File: src/sv/tup_pkg.sv
package tup_pkg;

  // character codes
  localparam logic [7:0] CH_NUL   = 8'h00;
  localparam logic [7:0] CH_TAB   = 8'h09;
  localparam logic [7:0] CH_SPACE = 8'h20;
  localparam logic [7:0] CH_ZERO  = 8'h30;
  localparam logic [7:0] CH_NINE  = 8'h39;
  localparam logic [7:0] CH_UA    = 8'h41;
  localparam logic [7:0] CH_UF    = 8'h46;
  localparam logic [7:0] CH_UX    = 8'h58;
  localparam logic [7:0] CH_LA    = 8'h61;
  localparam logic [7:0] CH_LF    = 8'h66;
  localparam logic [7:0] CH_LX    = 8'h78;

  // radix codes
  localparam logic [4:0] RADIX_AUTO = 5'd0;
  localparam logic [4:0] RADIX_ONE  = 5'd1;
  localparam logic [4:0] RADIX_MIN  = 5'd2;
  localparam logic [4:0] RADIX_DEC  = 5'd10;
  localparam logic [4:0] RADIX_HEX  = 5'd16;

  // digit value meaning "not a digit"
  localparam logic [4:0] NOT_DIGIT = 5'd16;

  localparam int unsigned ACC_W  = 64;
  localparam int unsigned PROD_W = ACC_W + 5;

  typedef struct packed {
    logic [7:0] ch;
    logic [4:0] radix;
  } in_t;

  typedef struct packed {
    logic              ok;
    logic [ACC_W-1:0]  number;
  } out_t;

  typedef struct packed {
    logic emit;
    out_t res;
  } step_t;

  typedef enum logic [5:0] {
    PH_START = 6'b000001,
    PH_LEAD  = 6'b000010,
    PH_ZERO  = 6'b000100,
    PH_DIGIT = 6'b001000,
    PH_TRAIL = 6'b010000,
    PH_ERROR = 6'b100000
  } phase_t;

  function automatic logic is_blank(input logic [7:0] c);
    return (c == CH_SPACE) || (c == CH_TAB);
  endfunction

  function automatic logic [4:0] digit_value(input logic [7:0] c);
    logic [7:0] v;
    v = 8'd0;
    if (c >= CH_ZERO && c <= CH_NINE) begin
      v = c - CH_ZERO;
    end else if (c >= CH_LA && c <= CH_LF) begin
      v = c - CH_LA + 8'd10;
    end else if (c >= CH_UA && c <= CH_UF) begin
      v = c - CH_UA + 8'd10;
    end else begin
      v = {3'b000, NOT_DIGIT};
    end
    return v[4:0];
  endfunction

endpackage

File: src/sv/tup_mac.sv
module tup_mac (
  input  logic [7:0]               ch,
  input  logic [4:0]               radix,
  input  logic [tup_pkg::ACC_W-1:0] acc,
  output logic                     is_digit,
  output logic                     reject,
  output logic [tup_pkg::ACC_W-1:0] sum
);

  logic [4:0]                  dval;
  logic [tup_pkg::PROD_W-1:0]  wide;

  assign dval     = tup_pkg::digit_value(ch);
  assign is_digit = (dval != tup_pkg::NOT_DIGIT);

  // acc * radix + digit, with the top bits showing overflow past 64 bits
  assign wide = {5'b00000, acc} * {{(tup_pkg::PROD_W-5){1'b0}}, radix}
              + {{(tup_pkg::PROD_W-5){1'b0}}, dval};

  assign sum    = wide[tup_pkg::ACC_W-1:0];
  assign reject = (radix < tup_pkg::RADIX_MIN) || (dval >= radix)
               || (|wide[tup_pkg::PROD_W-1:tup_pkg::ACC_W]);

endmodule

File: src/sv/tup_ctrl.sv
module tup_ctrl (
  input  logic          clk,
  input  logic          rst,
  input  logic          fire,
  input  tup_pkg::in_t  item,
  output tup_pkg::step_t step
);

  tup_pkg::phase_t             phase, phase_next, ph_s;
  logic [tup_pkg::ACC_W-1:0]   accumulator, accumulator_next, acc_s, acc_d, mac_sum;
  logic                        seen_digit, seen_digit_next, seen_s, seen_d;
  logic [4:0]                  active_radix, active_radix_next, ar_s, ar_d;
  logic                        mac_is_digit, mac_reject;
  logic [7:0]                  c;

  assign c = item.ch;

  // state as seen by this character, with a fresh text folded in
  always_comb begin
    ph_s   = phase;
    acc_s  = accumulator;
    seen_s = seen_digit;
    ar_s   = active_radix;
    if (phase == tup_pkg::PH_START) begin
      acc_s  = '0;
      seen_s = 1'b0;
      ar_s   = item.radix;
      if (item.radix == tup_pkg::RADIX_ONE || item.radix > tup_pkg::RADIX_HEX) begin
        ph_s = tup_pkg::PH_ERROR;
      end else begin
        ph_s = tup_pkg::PH_LEAD;
      end
    end
    ar_d   = ar_s;
    acc_d  = acc_s;
    seen_d = seen_s;
    if (ph_s == tup_pkg::PH_LEAD && ar_s == tup_pkg::RADIX_AUTO) begin
      ar_d = tup_pkg::RADIX_DEC;
    end else if (ph_s == tup_pkg::PH_ZERO) begin
      ar_d   = tup_pkg::RADIX_DEC;
      acc_d  = '0;
      seen_d = 1'b1;
    end
  end

  tup_mac u_mac (
    .ch       (c),
    .radix    (ar_d),
    .acc      (acc_d),
    .is_digit (mac_is_digit),
    .reject   (mac_reject),
    .sum      (mac_sum)
  );

  always_comb begin
    logic dig_run;
    logic fin;
    logic good;
    dig_run           = 1'b0;
    fin               = 1'b0;
    good              = 1'b0;
    phase_next        = ph_s;
    accumulator_next  = acc_s;
    seen_digit_next   = seen_s;
    active_radix_next = ar_s;
    unique case (ph_s)
      tup_pkg::PH_LEAD: begin
        if (tup_pkg::is_blank(c)) begin
          phase_next = tup_pkg::PH_LEAD;
        end else if (c == tup_pkg::CH_NUL) begin
          fin = 1'b1;
        end else if (ar_s == tup_pkg::RADIX_AUTO && c == tup_pkg::CH_ZERO) begin
          phase_next = tup_pkg::PH_ZERO;
        end else begin
          dig_run = 1'b1;
        end
      end
      tup_pkg::PH_ZERO: begin
        if (c == tup_pkg::CH_LX || c == tup_pkg::CH_UX) begin
          active_radix_next = tup_pkg::RADIX_HEX;
          phase_next        = tup_pkg::PH_DIGIT;
        end else begin
          dig_run = 1'b1;
        end
      end
      tup_pkg::PH_DIGIT: begin
        dig_run = 1'b1;
      end
      tup_pkg::PH_TRAIL: begin
        if (tup_pkg::is_blank(c)) begin
          phase_next = tup_pkg::PH_TRAIL;
        end else if (c == tup_pkg::CH_NUL) begin
          fin  = 1'b1;
          good = seen_s;
        end else begin
          phase_next = tup_pkg::PH_ERROR;
        end
      end
      default: begin
        // error phase and unused codes
        if (c == tup_pkg::CH_NUL) begin
          fin = 1'b1;
        end else begin
          phase_next = tup_pkg::PH_ERROR;
        end
      end
    endcase

    if (dig_run) begin
      active_radix_next = ar_d;
      accumulator_next  = acc_d;
      seen_digit_next   = seen_d;
      if (mac_is_digit) begin
        if (mac_reject) begin
          phase_next = tup_pkg::PH_ERROR;
        end else begin
          accumulator_next = mac_sum;
          seen_digit_next  = 1'b1;
          phase_next       = tup_pkg::PH_DIGIT;
        end
      end else if (c == tup_pkg::CH_NUL) begin
        fin  = 1'b1;
        good = seen_d;
      end else if (tup_pkg::is_blank(c)) begin
        phase_next = tup_pkg::PH_TRAIL;
      end else begin
        phase_next = tup_pkg::PH_ERROR;
      end
    end

    step.emit       = fin;
    step.res.ok     = fin && good;
    step.res.number = (fin && good) ? accumulator_next : '0;

    if (fin) begin
      phase_next        = tup_pkg::PH_START;
      accumulator_next  = '0;
      seen_digit_next   = 1'b0;
      active_radix_next = tup_pkg::RADIX_AUTO;
    end
  end

  always_ff @(posedge clk) begin
    if (rst) begin
      phase        <= tup_pkg::PH_START;
      accumulator  <= '0;
      seen_digit   <= 1'b0;
      active_radix <= tup_pkg::RADIX_AUTO;
    end else if (fire) begin
      phase        <= phase_next;
      accumulator  <= accumulator_next;
      seen_digit   <= seen_digit_next;
      active_radix <= active_radix_next;
    end
  end

endmodule

File: src/sv/text_to_u64_parser_top.sv
// channel  | signals                               | payload
// ---------+---------------------------------------+------------------------
// char     | char_valid in, char_stall out         | char_data   (ch, radix)
// result   | result_valid out, result_stall in     | result_data (ok, number)
//
// one character per cycle while char_stall is low: a transfer lands in the
// input register, from which the parser state and the 64-bit multiply-add by
// the radix update, and a terminator loads the result register
// result valid is registered from the step of the terminator
// rst is synchronous and returns the parser to the start of a new text
// char_stall rises only when the input register holds a terminator while
// the result register is full and stalled; other characters never wait
module text_to_u64_parser_top (
  input  logic          clk,
  input  logic          rst,
  input  logic          char_valid,
  output logic          char_stall,
  input  tup_pkg::in_t  char_data,
  output logic          result_valid,
  input  logic          result_stall,
  output tup_pkg::out_t result_data
);

  // input register
  logic          in_vld;
  tup_pkg::in_t  in_q;

  // parser step
  tup_pkg::step_t step;
  logic           step_fire;

  // a step may go unless it needs the result register and that is blocked
  assign step_fire  = in_vld && (!step.emit || !result_valid || !result_stall);
  assign char_stall = in_vld && !step_fire;

  always_ff @(posedge clk) begin
    if (rst) begin
      in_vld <= 1'b0;
    end else if (!char_stall) begin
      in_vld <= char_valid;
    end
  end

  always_ff @(posedge clk) begin
    if (!char_stall && char_valid) begin
      in_q <= char_data;
    end
  end

  tup_ctrl u_ctrl (
    .clk  (clk),
    .rst  (rst),
    .fire (step_fire),
    .item (in_q),
    .step (step)
  );

  // result register
  always_ff @(posedge clk) begin
    if (rst) begin
      result_valid <= 1'b0;
    end else if (step_fire && step.emit) begin
      result_valid <= 1'b1;
    end else if (result_valid && !result_stall) begin
      result_valid <= 1'b0;
    end
  end

  always_ff @(posedge clk) begin
    if (step_fire && step.emit) begin
      result_data <= step.res;
    end
  end

  // results come only from a terminator
  a_emit_on_nul: assert property (@(posedge clk) disable iff (rst)
    (step_fire && step.emit) |-> (in_q.ch == tup_pkg::CH_NUL))
    else $error("result produced by a character other than the terminator");

  // a failed result carries zero
  a_fail_zero: assert property (@(posedge clk) disable iff (rst)
    result_valid |-> (result_data.ok || result_data.number == '0))
    else $error("failed result with nonzero number");

  // a held result is never overwritten
  a_no_overwrite: assert property (@(posedge clk) disable iff (rst)
    (result_valid && result_stall) |-> !(step_fire && step.emit))
    else $error("result register overwritten while stalled");

  // the input side waits only on a terminator held in the input register
  a_stall_needs_item: assert property (@(posedge clk) disable iff (rst)
    char_stall |-> (in_vld && step.emit))
    else $error("input stalled without a pending terminator");

endmodule
File: config.mk
export PLATFORM = sky130hd
export DESIGN_NAME = text_to_u64_parser_top
export DESIGN_NICKNAME = d
export VERILOG_FILES = /design/src/sv/tup_pkg.sv /design/src/sv/tup_mac.sv /design/src/sv/tup_ctrl.sv /design/src/sv/text_to_u64_parser_top.sv
export SDC_FILE = /design/constraint.sdc
export NUM_CORES = 1
export LEC_CHECK = 0
export BUFFER_PORTS_ARGS = -buffer_cell sky130_fd_sc_hd__buf_2
export CORE_MARGIN = 2
export CORE_UTILIZATION = 45
export DETAILED_ROUTE_END_ITERATION = 16
export HOLD_SLACK_MARGIN = 0.08
export PLACE_DENSITY_LB_ADDON = 0.08
export SLEW_MARGIN = 15
export SYNTH_ARGS = -nofsm -noshare
export SYNTH_HDL_FRONTEND = slang
export SYNTH_SLANG_ARGS = --single-unit
File: constraint.sdc
create_clock -name clk -period 12.1 [get_ports clk]
set_input_delay 0.605 -clock clk [delete_from_list [all_inputs] [get_ports clk]]
set_output_delay 0.605 -clock clk [all_outputs]
set_load 0.02 [all_outputs]
=== Yosys cells after proc, flatten, opt, wreduce, memory -nomap -nowiden ===
Index checks and enable logic that the tools add are counted.

* Register bits: 156
* Bits in latches: 0
* Memory bits (writable): 0
* Bits in read-only memories: 0
* Output and inout bits: 67
* Word-level logic and storage cells: 125
* Memories: 0

* Add/subtract/negate cells: 6
* Multipliers: 1
* Divide/modulo/power cells: 0
* $lt $le $gt $ge: 9
* Equality and inequality tests: 12
* Shift operators: 0
* Multiplexer cells: 58
* Bitwise operators: 0
* Reductions and logical operators: 29

{| class="wikitable"
|+ Operator list
! operator !! number
|-
| 64-bit two-way mux || 7
|-
| 6-bit two-way mux || 14
|-
| 69-bit by 5-bit adder with 69-bit output || 1
|-
| 64-bit by 5-bit multiplier with 69-bit output || 1
|-
| 5-bit two-way mux || 10
|-
| 1-bit two-way mux || 24
|-
| 6-bit case mux with 4 select lines || 1
|-
| 8-bit by 6-bit == test with 1-bit output, second input constant || 2
|-
| 8-bit by 7-bit == test with 1-bit output, second input constant || 2
|-
| 8-bit by 7-bit >= comparator with 1-bit output, second input constant || 2
|-
| 8-bit by 7-bit less-or-equal comparator with 1-bit output, second input constant || 2
|-
| 1-bit logical AND || 11
|-
| 5-bit by 4-bit adder with 5-bit output, second input constant || 2
|-
| 5-bit by 1-bit subtractor with 5-bit output, second input constant || 2
|-
| 8-bit by 4-bit == test with 1-bit output, second input constant || 1
|-
| 8-bit by 6-bit >= comparator with 1-bit output, second input constant || 1
|-
| 8-bit by 6-bit less-or-equal comparator with 1-bit output, second input constant || 1
|-
| 8-bit logical NOT || 1
|-
| 1-bit logical OR || 7
|-
| 6-bit by 1-bit == test with 1-bit output, second input constant || 1
|-
| 6-bit by 2-bit == test with 1-bit output, second input constant || 1
|-
| 6-bit by 3-bit == test with 1-bit output, second input constant || 1
|-
| 6-bit by 4-bit == test with 1-bit output, second input constant || 1
|-
| 6-bit by 5-bit == test with 1-bit output, second input constant || 1
|-
| 13 further kinds || 18
|}

=== Logic depth before layout (Yosys ltp) ===
Gate-level depths: netlist (run 1).

* Depth after elaboration: 18
* Depth in mapped cells: 33

=== Modules after synthesis ===
A second synthesis (run 1) with hierarchy kept.

* Cell total of the unflattened synthesis: 2357
* Area total of the unflattened synthesis: 20228.2 um2

{| class="wikitable"
|+ By module, submodules not included
! module !! instances !! cells an instance !! area each (um2) !! seq. area each (um2)
|-
| tup_mac || 1 || 1457 || 11594.9 || 0.0
|-
| tup_ctrl || 1 || 809 || 6198.4 || 1521.5
|-
| text_to_u64_parser_top || 1 || 91 || 2434.8 || 2382.3
|}

=== Worst setup path after synthesis (run 1) ===
Ideal clock, no wire load.

* Path type: register to register
* From: reg u_ctrl.phase[2]
* To: reg result_data[53] in the netlist's numbering, data pin
* Library setup time: 268 ps
* Arrival time: 7907 ps
* Slack: 3925 ps
* Cell stages (with the launch flop): 32
* Buffers on the path: 7
* Period minus slack after synthesis: 8175 ps
* Cells stage by stage: dfxtp_1 nor4_1 nand2_1 or3_1 a21oi_1 o2111a_1 nor2b_1 clkbuf_1 or2_2 clkbuf_1 clkbuf_1 buf_1 nor2_1 fa_1 inv_1 fa_1 fa_1 inv_1 ha_1 buf_2 nand4_1 nor4_2 and2_2 nand3_1 o311a_1 o311a_1 or4_1 or4_4 a21oi_2 buf_2 buf_2 nor3_1

* Cells in the longest elaborated chain, start to end: 12
* Elaborated cells between the ends (all ways): 45
* Those cells by class: add/sub (1); mul (1); order compare (2); eq/ne (5); mux (27); reduce/logical (9)

{| class="wikitable"
|+ Ends and longest elaborated chain
! what !! RTL line !! text
|-
| start: declaration || tup_ctrl.sv:9 || <nowiki>tup_pkg::phase_t phase, phase_next, ph_s;</nowiki>
|-
| start signal: assignment || tup_ctrl.sv:145 || <nowiki>phase <= tup_pkg::PH_START;</nowiki>
|-
| start signal: assignment || tup_ctrl.sv:150 || <nowiki>phase <= phase_next;</nowiki>
|-
| 6-bit by 1-bit == test with 1-bit output || tup_ctrl.sv:24 || <nowiki>if (phase == tup_pkg::PH_START) begin</nowiki>
|-
| 6-bit two-way mux / 5-bit two-way mux (equally long branches) || tup_ctrl.sv:24 ||
|-
| 6-bit by 3-bit == test with 1-bit output (tied with other cells) || tup_ctrl.sv:39, tup_ctrl.sv:66 ||
|-
| 64-bit two-way mux (tied with other cells) || tup_ctrl.sv:39 || <nowiki>end else if (ph_s == tup_pkg::PH_ZERO) begin</nowiki>
|-
| 64-bit two-way mux / 5-bit two-way mux (equally long branches) || tup_ctrl.sv:37 || <nowiki>if (ph_s == tup_pkg::PH_LEAD && ar_s == tup_pkg::RADIX_AUTO) begin</nowiki>
|-
| 64-bit by 5-bit multiplier with 69-bit output || tup_mac.sv:17 || <nowiki>assign wide = {5'b00000, acc} * {{(tup_pkg::PROD_W-5){1'b0}}, radix}</nowiki>
|-
| 69-bit by 5-bit adder with 69-bit output || tup_mac.sv:18 || <nowiki>+ {{(tup_pkg::PROD_W-5){1'b0}}, dval};</nowiki>
|-
| 5-bit OR reduction || tup_mac.sv:22 || <nowiki>|| (|wide[tup_pkg::PROD_W-1:tup_pkg::ACC_W]);</nowiki>
|-
| 1-bit logical OR || tup_mac.sv:22 ||
|-
| 64-bit two-way mux || tup_ctrl.sv:114 || <nowiki>if (mac_reject) begin</nowiki>
|-
| 64-bit two-way mux || tup_ctrl.sv:113 || <nowiki>if (mac_is_digit) begin</nowiki>
|-
| 64-bit two-way mux || tup_ctrl.sv:109 || <nowiki>if (dig_run) begin</nowiki>
|-
| end signal: assignment || text_to_u64_parser_top.sv:71 || <nowiki>result_data <= step.res;</nowiki>
|-
| end: declaration || text_to_u64_parser_top.sv:21 || <nowiki>output tup_pkg::out_t result_data</nowiki>
|}

Several ways; a longest one is shown, not always the timed one.
A chain may end at the register's enable or synchronous reset.

=== Worst setup path in the final report (run 1) ===
* From: reg u_ctrl.phase[2]
* To: reg result_data[4] in the netlist's numbering, data pin

Same word-level chain as after synthesis.

==> impl_metrics.toml, run 1 <==
[cts]
cts_buffers = 17
cts_tree = "done"
insertion_delay_ps = 470
clkSinkCount = 156
cts.repair.resized = 0
cts_hold_buf = 0
cts_root_buf = "clkbuf_16"
clk_pin_slew_ps = 70
cts_buffer_depth = 2
postCtsSetupBuffers = 0
h-tree-depth = 4

[sta]
min_period_over_period = 0.8222
fin_tns_setup_ps = 0
slew_headroom = 0.1812
skew_ps = 13.26
worstMarginPinSlew_ps = 1197
report.final.slew_viol_count = 0
fmax_ghz = 0.1005
rsz0062_at_grt = "no"
setup_viol = 0
hold_viol = 0
hold-worst-slack_ps = 310.5
fin_ws_ps = 2152
period_needed_ps = 9948

[routing]
ant_nets = 0
drc_errors = 0
detailedRoute.firstPassIterationCount = 6
dr.first_iter.drc_count = 1221
routed_via_density = 5.565
via_count = 14940
routed_wl_microns = 50140
post_drt_wl_per_cell_microns = 18.67

[power_and_ir_drop]
p_int_uw = 853.9
power_density_nw_per_um2 = 65.82
pwr-share-clk = 0.430
peakVddDrop_mv = 0.09710
combPwrFrac = 0.121
pwr-share-seq = 0.449
power_leakage_uw = 0.008730
total_power_uw = 1253
p_sw_uw = 399.1
swShare = 0.3185

[synth]
synth.largest_area_cell = "fa_1"
ys_seq_area_frac = 0.2204
synth_top_area_share = 0.2159
synth_area_per_cell_sq_um = 8.256
synthesis.nets = 2498
ys.flop_type = "edfxtp_1"
yosysWarnings = 0
synth_area_leaders = "fa_1 22%, edfxtp_1 13%, ha_1 10%, dfxtp_1 8.8%, nor2_1 7.9%"
synth_cell_types = 70
synth_seq_cells = 156
netlist_area_sq_um = 17710
synth_edf_count = 78
postSynth.asyncResetShare = 0
synth_cells = 2145

[setup_path]
setup.worst_path.start = "u_ctrl.phase[2]$_SDFFE_PP0P_"
critPathMaxFanout = 36
required_ps = 12280
timing.critical_path.to = "result_data[4]$_SDFFCE_PN0P_"
crit_path_start_kind = "register"
cp.arrival_ps = 10130
crit_type = "register to register"
rr_startpoint = "u_ctrl.phase[2]$_SDFFE_PP0P_"
worstRegToRegCells = 24
crit_path_end_kind = "register"
regToRegSetupSlack_ps = 2150
r2r-end = "result_data[4]$_SDFFCE_PN0P_"

[global_route]
met3_usage = 0.03112
grt_use_total = 0.2529
grt_pass1_vias = 15360
overflow = 0
grt_use_met2 = 0.4192
grt_util_met1 = 0.3407
grt_max_degree = 78
grt_first_pass_wirelength_microns = 82120
grt.busiest_layer = "met2"
grt_antenna_before_repair = 0

[die]
die_h_microns = 202.4
initial_core_util = 0.4572
die_x_microns = 202.4
die_area_sq_um = 40960
fp-row-count = 72
io_pins = 84
core_area_sq_um = 38740

[hold_path]
hp-class = "input pin to register"

[place]
port_buffers = 83
dp_worst_setup_slack_ps = 2254
post_dp_cell_area_sq_um = 18480
place_congestion = 0.9313
dp_hpwl_microns = 37950

[layout]
num-nets-final = 2506
areaGrowthSynthToFinish_pct = 7.496
layout-drive-gt1-share = 0.07202
final_cell_area_sq_um = 19040

[run_status]
status = "finished clean"

[job]
cap_violations = 0
==> layout make-up <==
type | instances | area, sq um
antenna | 1 | 2.502
sequential | 156 | 3904
fill | 3878 | 19700
clock buffer | 17 | 425.4
timing repair buffer | 101 | 550.5
tap | 518 | 648.1
multi-input combinational | 1556 | 12170
clock inverter | 15 | 126.4
inverter | 321 | 1206
==> power groups by stage <==
stage	sequential (uW)	combinational (uW)	clock [uW]
2_1_floorplan	571	95.2	0
3_3_place_gp	574	147	0
3_5_place_dp	574	149	0
4_1_cts	562	150	552
5_1_grt	563	162	570
6_report	562	152	539
==> registers in the layout (all words and copies together), names as in the netlist <==
signal and flops:
u_ctrl.active_radix 5, result_data 65, u_ctrl.accumulator 64, u_ctrl.seen_digit 1, result_valid 1, in_vld 1
in_q 13, u_ctrl.phase 6
==> Yosys cell counts (8+ instances only) <==
library cell and n:
nor2_1 374, inv_1 321, fa_1 191, nand2_1 158
ha_1 145, a21oi_1 127, nor3_1 88, clkbuf_1 84
dfxtp_1 78, edfxtp_1 78, o21ai_0 69, a22o_1 58
nand3_1 33, nand4_1 32, xnor2_1 32, xor2_1 30
a21o_1 25, buf_1 15, and3_1 13, o211ai_1 12
o21bai_1 12, nand2b_1 11, nor2b_1 10, o31ai_1 10
or2_2 9, or3_1 9, o21a_1 8
==> how the worst min path moves through the flow <==
stage	start	to	slack, ps	depth (start not counted)
floorplan	u_ctrl.active_radix[4]$_SDFFE_PP0P_	u_ctrl.active_radix[4]$_SDFFE_PP0P_	440	2
global placement	u_ctrl.accumulator[63]$_SDFFE_PP0P_	u_ctrl.accumulator[63]$_SDFFE_PP0P_	460	1
detailed placement	u_ctrl.accumulator[61]$_SDFFE_PP0P_	u_ctrl.accumulator[61]$_SDFFE_PP0P_	460	1
CTS	char_data[1]	in_q[1]$_DFFE_PP_	280	1
global route	char_data[0]	in_q[0]$_DFFE_PP_	290	1
finish	char_data[1]	in_q[1]$_DFFE_PP_	310	1
==> stage by stage <==
stage | std cells | utilization
after floorplan | 2145 | -
after global placement | 2652 | 0.4771
after detailed placement | 2652 | 0.4771
after CTS | 2684 | 0.4913
after global routing | 2684 | 0.4914
final | 2685 | 0.4914
==> worst max-delay path: stages, from the launching register on <==
cell	delay [ps]
dfxtp_1	370
nor4_1	580
nand2_2	130
or3_1	410
a21oi_1	160
o2111a_1	320
or2_2	780
buf_4	540
nor2_1	140
fa_1	550
inv_1	50
fa_1	440
fa_1	490
inv_1	40
ha_1	450
nand4_1	200
or4_1	560
a211oi_1	500
o31ai_1	160
and3_1	200
or4_1	450
or4_4	650
a21oi_4	830
buf_4	530
nor3_1	90
==> per-layer routing <==
layer | wire [microns] | vias up
li1 | - | 7100
met1 | 22960 | 7404
met2 | 23600 | 367
met3 | 2116 | 72
met4 | 1471 | 0
met5 | 0 | -
==> cell usage in the layout, fill, tap and decap left out, types with 30 or more instances in the layout <==
master,count
a21oi_1,127
a22o_1,58
buf_2,83
dfxtp_1,78
edfxtp_1,78
fa_1,191
ha_1,145
inv_1,320
nand2_1,157
nand3_1,33
nand4_1,32
nor2_1,374
nor3_1,88
o21ai_0,68
xnor2_1,32
xor2_1,30
==> logic make-up (layout without fill, tap and decap cells) <==
kind of cell	Yosys count	count (layout)	synth area share
AO/OA/AOI/OAI	385	385	0.1423
XOR/XNOR	62	62	0.03066
adder cells (fa/ha/maj)	336	336	0.3184
buffers and inverters	433	454	0.09446
flip-flops	156	156	0.2204
multiplexers	6	6	0.003391
other	0	1	0
AND/OR/NAND/NOR	767	767	0.1904
(Power assumes the default switching activity.)
==> inputs of run 2 (changes only) <==
==> constraint.sdc (replaced) <==
create_clock -name clk -period 9.3 [get_ports clk]
set_input_delay 0.465 -clock clk [delete_from_list [all_inputs] [get_ports clk]]
set_output_delay 0.465 -clock clk [all_outputs]
set_load 0.02 [all_outputs]
==> run 2 against run 1 <==
Net effect: final area is 1.2% higher; largest cell class unchanged; sequential share of layout area is 0.25 points lower; global-route usage is 0.32 points higher; combinational power is 43% higher; largest power group is now the clock network.
==> impl_metrics.toml, run 2 (synthesized netlist as in run 1, its figures left out) <==
[cts]
clkSinkCount = 156
cts_tree = "done"
cts_hold_buf = 0
h-tree-depth = 4
cts_root_buf = "clkbuf_16"
cts_buffer_depth = 2
insertion_delay_ps = 480
cts_buffers = 17
postCtsSetupBuffers = 0
clk_pin_slew_ps = 70

[die]
core_area_sq_um = 38740
die_x_microns = 202.4
initial_core_util = 0.4572
io_pins = 84
die_h_microns = 202.4
fp-row-count = 72
die_area_sq_um = 40960

[power_and_ir_drop]
power_density_nw_per_um2 = 87.87
combPwrFrac = 0.129
power_leakage_uw = 0.008837
peakVddDrop_mv = 0.1530
pwr-share-clk = 0.439
pwr-share-seq = 0.432
p_int_uw = 1160
swShare = 0.3148
p_sw_uw = 533.0
total_power_uw = 1693

[routing]
detailedRoute.firstPassIterationCount = 5
top_layer_used = "met4"
post_drt_wl_per_cell_microns = 18.73
drc_errors = 0
routed_via_density = 5.592
dr.first_iter.drc_count = 958
routed_wl_microns = 50530
wl_met2_microns = 23660
dr_wl_met3_microns = 2141
wl_met1_microns = 23320
via_count = 15090
ant_nets = 0

[layout]
largestRegisters = "result_data (65), u_ctrl.accumulator (64), in_q (13)"
layout_commonest_cell = "nor2_1"
areaGrowthSynthToFinish_pct = 8.810
regArea_sq_um = 3904
diodes = 0
final_cell_area_sq_um = 19270
fin_util = 0.4974
multi_input_area_sq_um = 12180
num-nets-final = 2520
final_cell_mix = "374 x nor2_1, 320 x inv_1, 191 x fa_1, 157 x nand2_1, 145 x ha_1"
largest_reg_flops = 65
top_register = "result_data"
fill_cells = 3892
layout-drive-gt1-share = 0.07844

[sta]
fin_tns_setup_ps = 0
min_period_over_period = 0.9546
skew_ps = 15.41
report.final.slew_viol_count = 0
worstMarginPinSlew_ps = 1023
period_needed_ps = 8878
setup_viol = 0
rsz0062_at_grt = "no"
hold_viol = 0
hold-worst-slack_ps = 164.2
fmax_ghz = 0.1126
slew_headroom = 0.3004

[place]
port_buffers = 83
dp_hpwl_microns = 38820
post_dp_cell_area_sq_um = 18660
place_congestion = 0.9342

[run_status]
status = "finished clean"

[hold_path]
hold_end = "in_q[2]$_DFFE_PP_"
hp-class = "input pin to register"
hold_depth = 1
hp-start = "char_data[2]"

[global_route]
grt_max_degree = 52
grt_first_pass_wirelength_microns = 83260
grt_pass1_vias = 15650
grt_antenna_before_repair = 1
grt_use_total = 0.2560
overflow = 0

[setup_path]
cp.arrival_ps = 9070
crit_path_start_kind = "register"
critPathMaxFanout = 29
crit_path_end_kind = "register"
worstRegToRegCells = 26
regToRegSetupSlack_ps = 420
r2r-end = "result_data[15]$_SDFFCE_PN0P_"
crit_type = "register to register"
required_ps = 9490
rr_startpoint = "u_ctrl.phase[2]$_SDFFE_PP0P_"

[job]
cap_violations = 0
run 2: worst max-delay path by stage:
stage	start	endpoint	slack (ps)	cells past startpoint
floorplan	u_ctrl.phase[2]$_SDFFE_PP0P_	result_data[53]$_SDFFCE_PN0P_	1130	31
global placement	u_ctrl.phase[2]$_SDFFE_PP0P_	result_data[62]$_SDFFCE_PN0P_	390	25
detailed placement	u_ctrl.phase[2]$_SDFFE_PP0P_	result_data[15]$_SDFFCE_PN0P_	240	25
CTS	u_ctrl.phase[2]$_SDFFE_PP0P_	result_data[15]$_SDFFCE_PN0P_	200	25
global route	u_ctrl.phase[2]$_SDFFE_PP0P_	result_data[26]$_SDFFCE_PN0P_	30	26
finish	u_ctrl.phase[2]$_SDFFE_PP0P_	result_data[15]$_SDFFCE_PN0P_	420	26
run 2: critical path, stage by stage, from the launching register on:
cell and delay, ps:
dfxtp_1 360, nor4_2 460, nand2_2 240, or3_1 440, a21oi_1 160, o2111a_1 340, nor2b_1 110, or2_2 460
buf_4 260, nor2_1 160, fa_1 450, fa_1 490, inv_1 50, fa_1 480, inv_1 40, ha_1 480
nand2_1 110, o21ai_0 590, a21oi_1 90, o31a_1 180, o311a_1 210, o311a_1 360, or4_1 540, or4_4 650
a21oi_4 500, buf_12 280, nor3_1 70
run 2: through the flow:
step / cells / worst slack (ps)
2_1_floorplan: 2145 / 1125
3_3_place_gp: 2666 / 392.7
3_5_place_dp: 2666 / 240.2
4_1_cts: 2698 / 201.9
5_1_grt: 2698 / 26.96
6_report: 2698 / 422.2
run 2: layout make-up:
type                       instances  area share
clock buffer                      17     0.02208
clock inverter                    15    0.008960
inverter                         321     0.06259
multi-input combinational       1556      0.6322
sequential                       156      0.2026
tap                              518     0.03363
timing repair buffer             115     0.03792
run 2: power by group through the flow:
stage                     registers, uW  logic (uW)  clock network, uW
final                               731         218                743
after floorplan                     743         124                  0
after global routing                732         233                788
after CTS                           731         216                760
after global placement              747         214                  0
after detailed placement            747         215                  0
run 2: routing by layer:
metal  GRT usage  up-vias
met5           0        -
met4     0.09124        0
met3     0.03209       78
met2      0.4251      366
met1      0.3443     7509
li1            -     7134
run 2: what timing repair did:
item,in CTS,in global routing
setup endpoints to repair,0,100
resized for setup,0,3
hold endpoints to repair,0,0
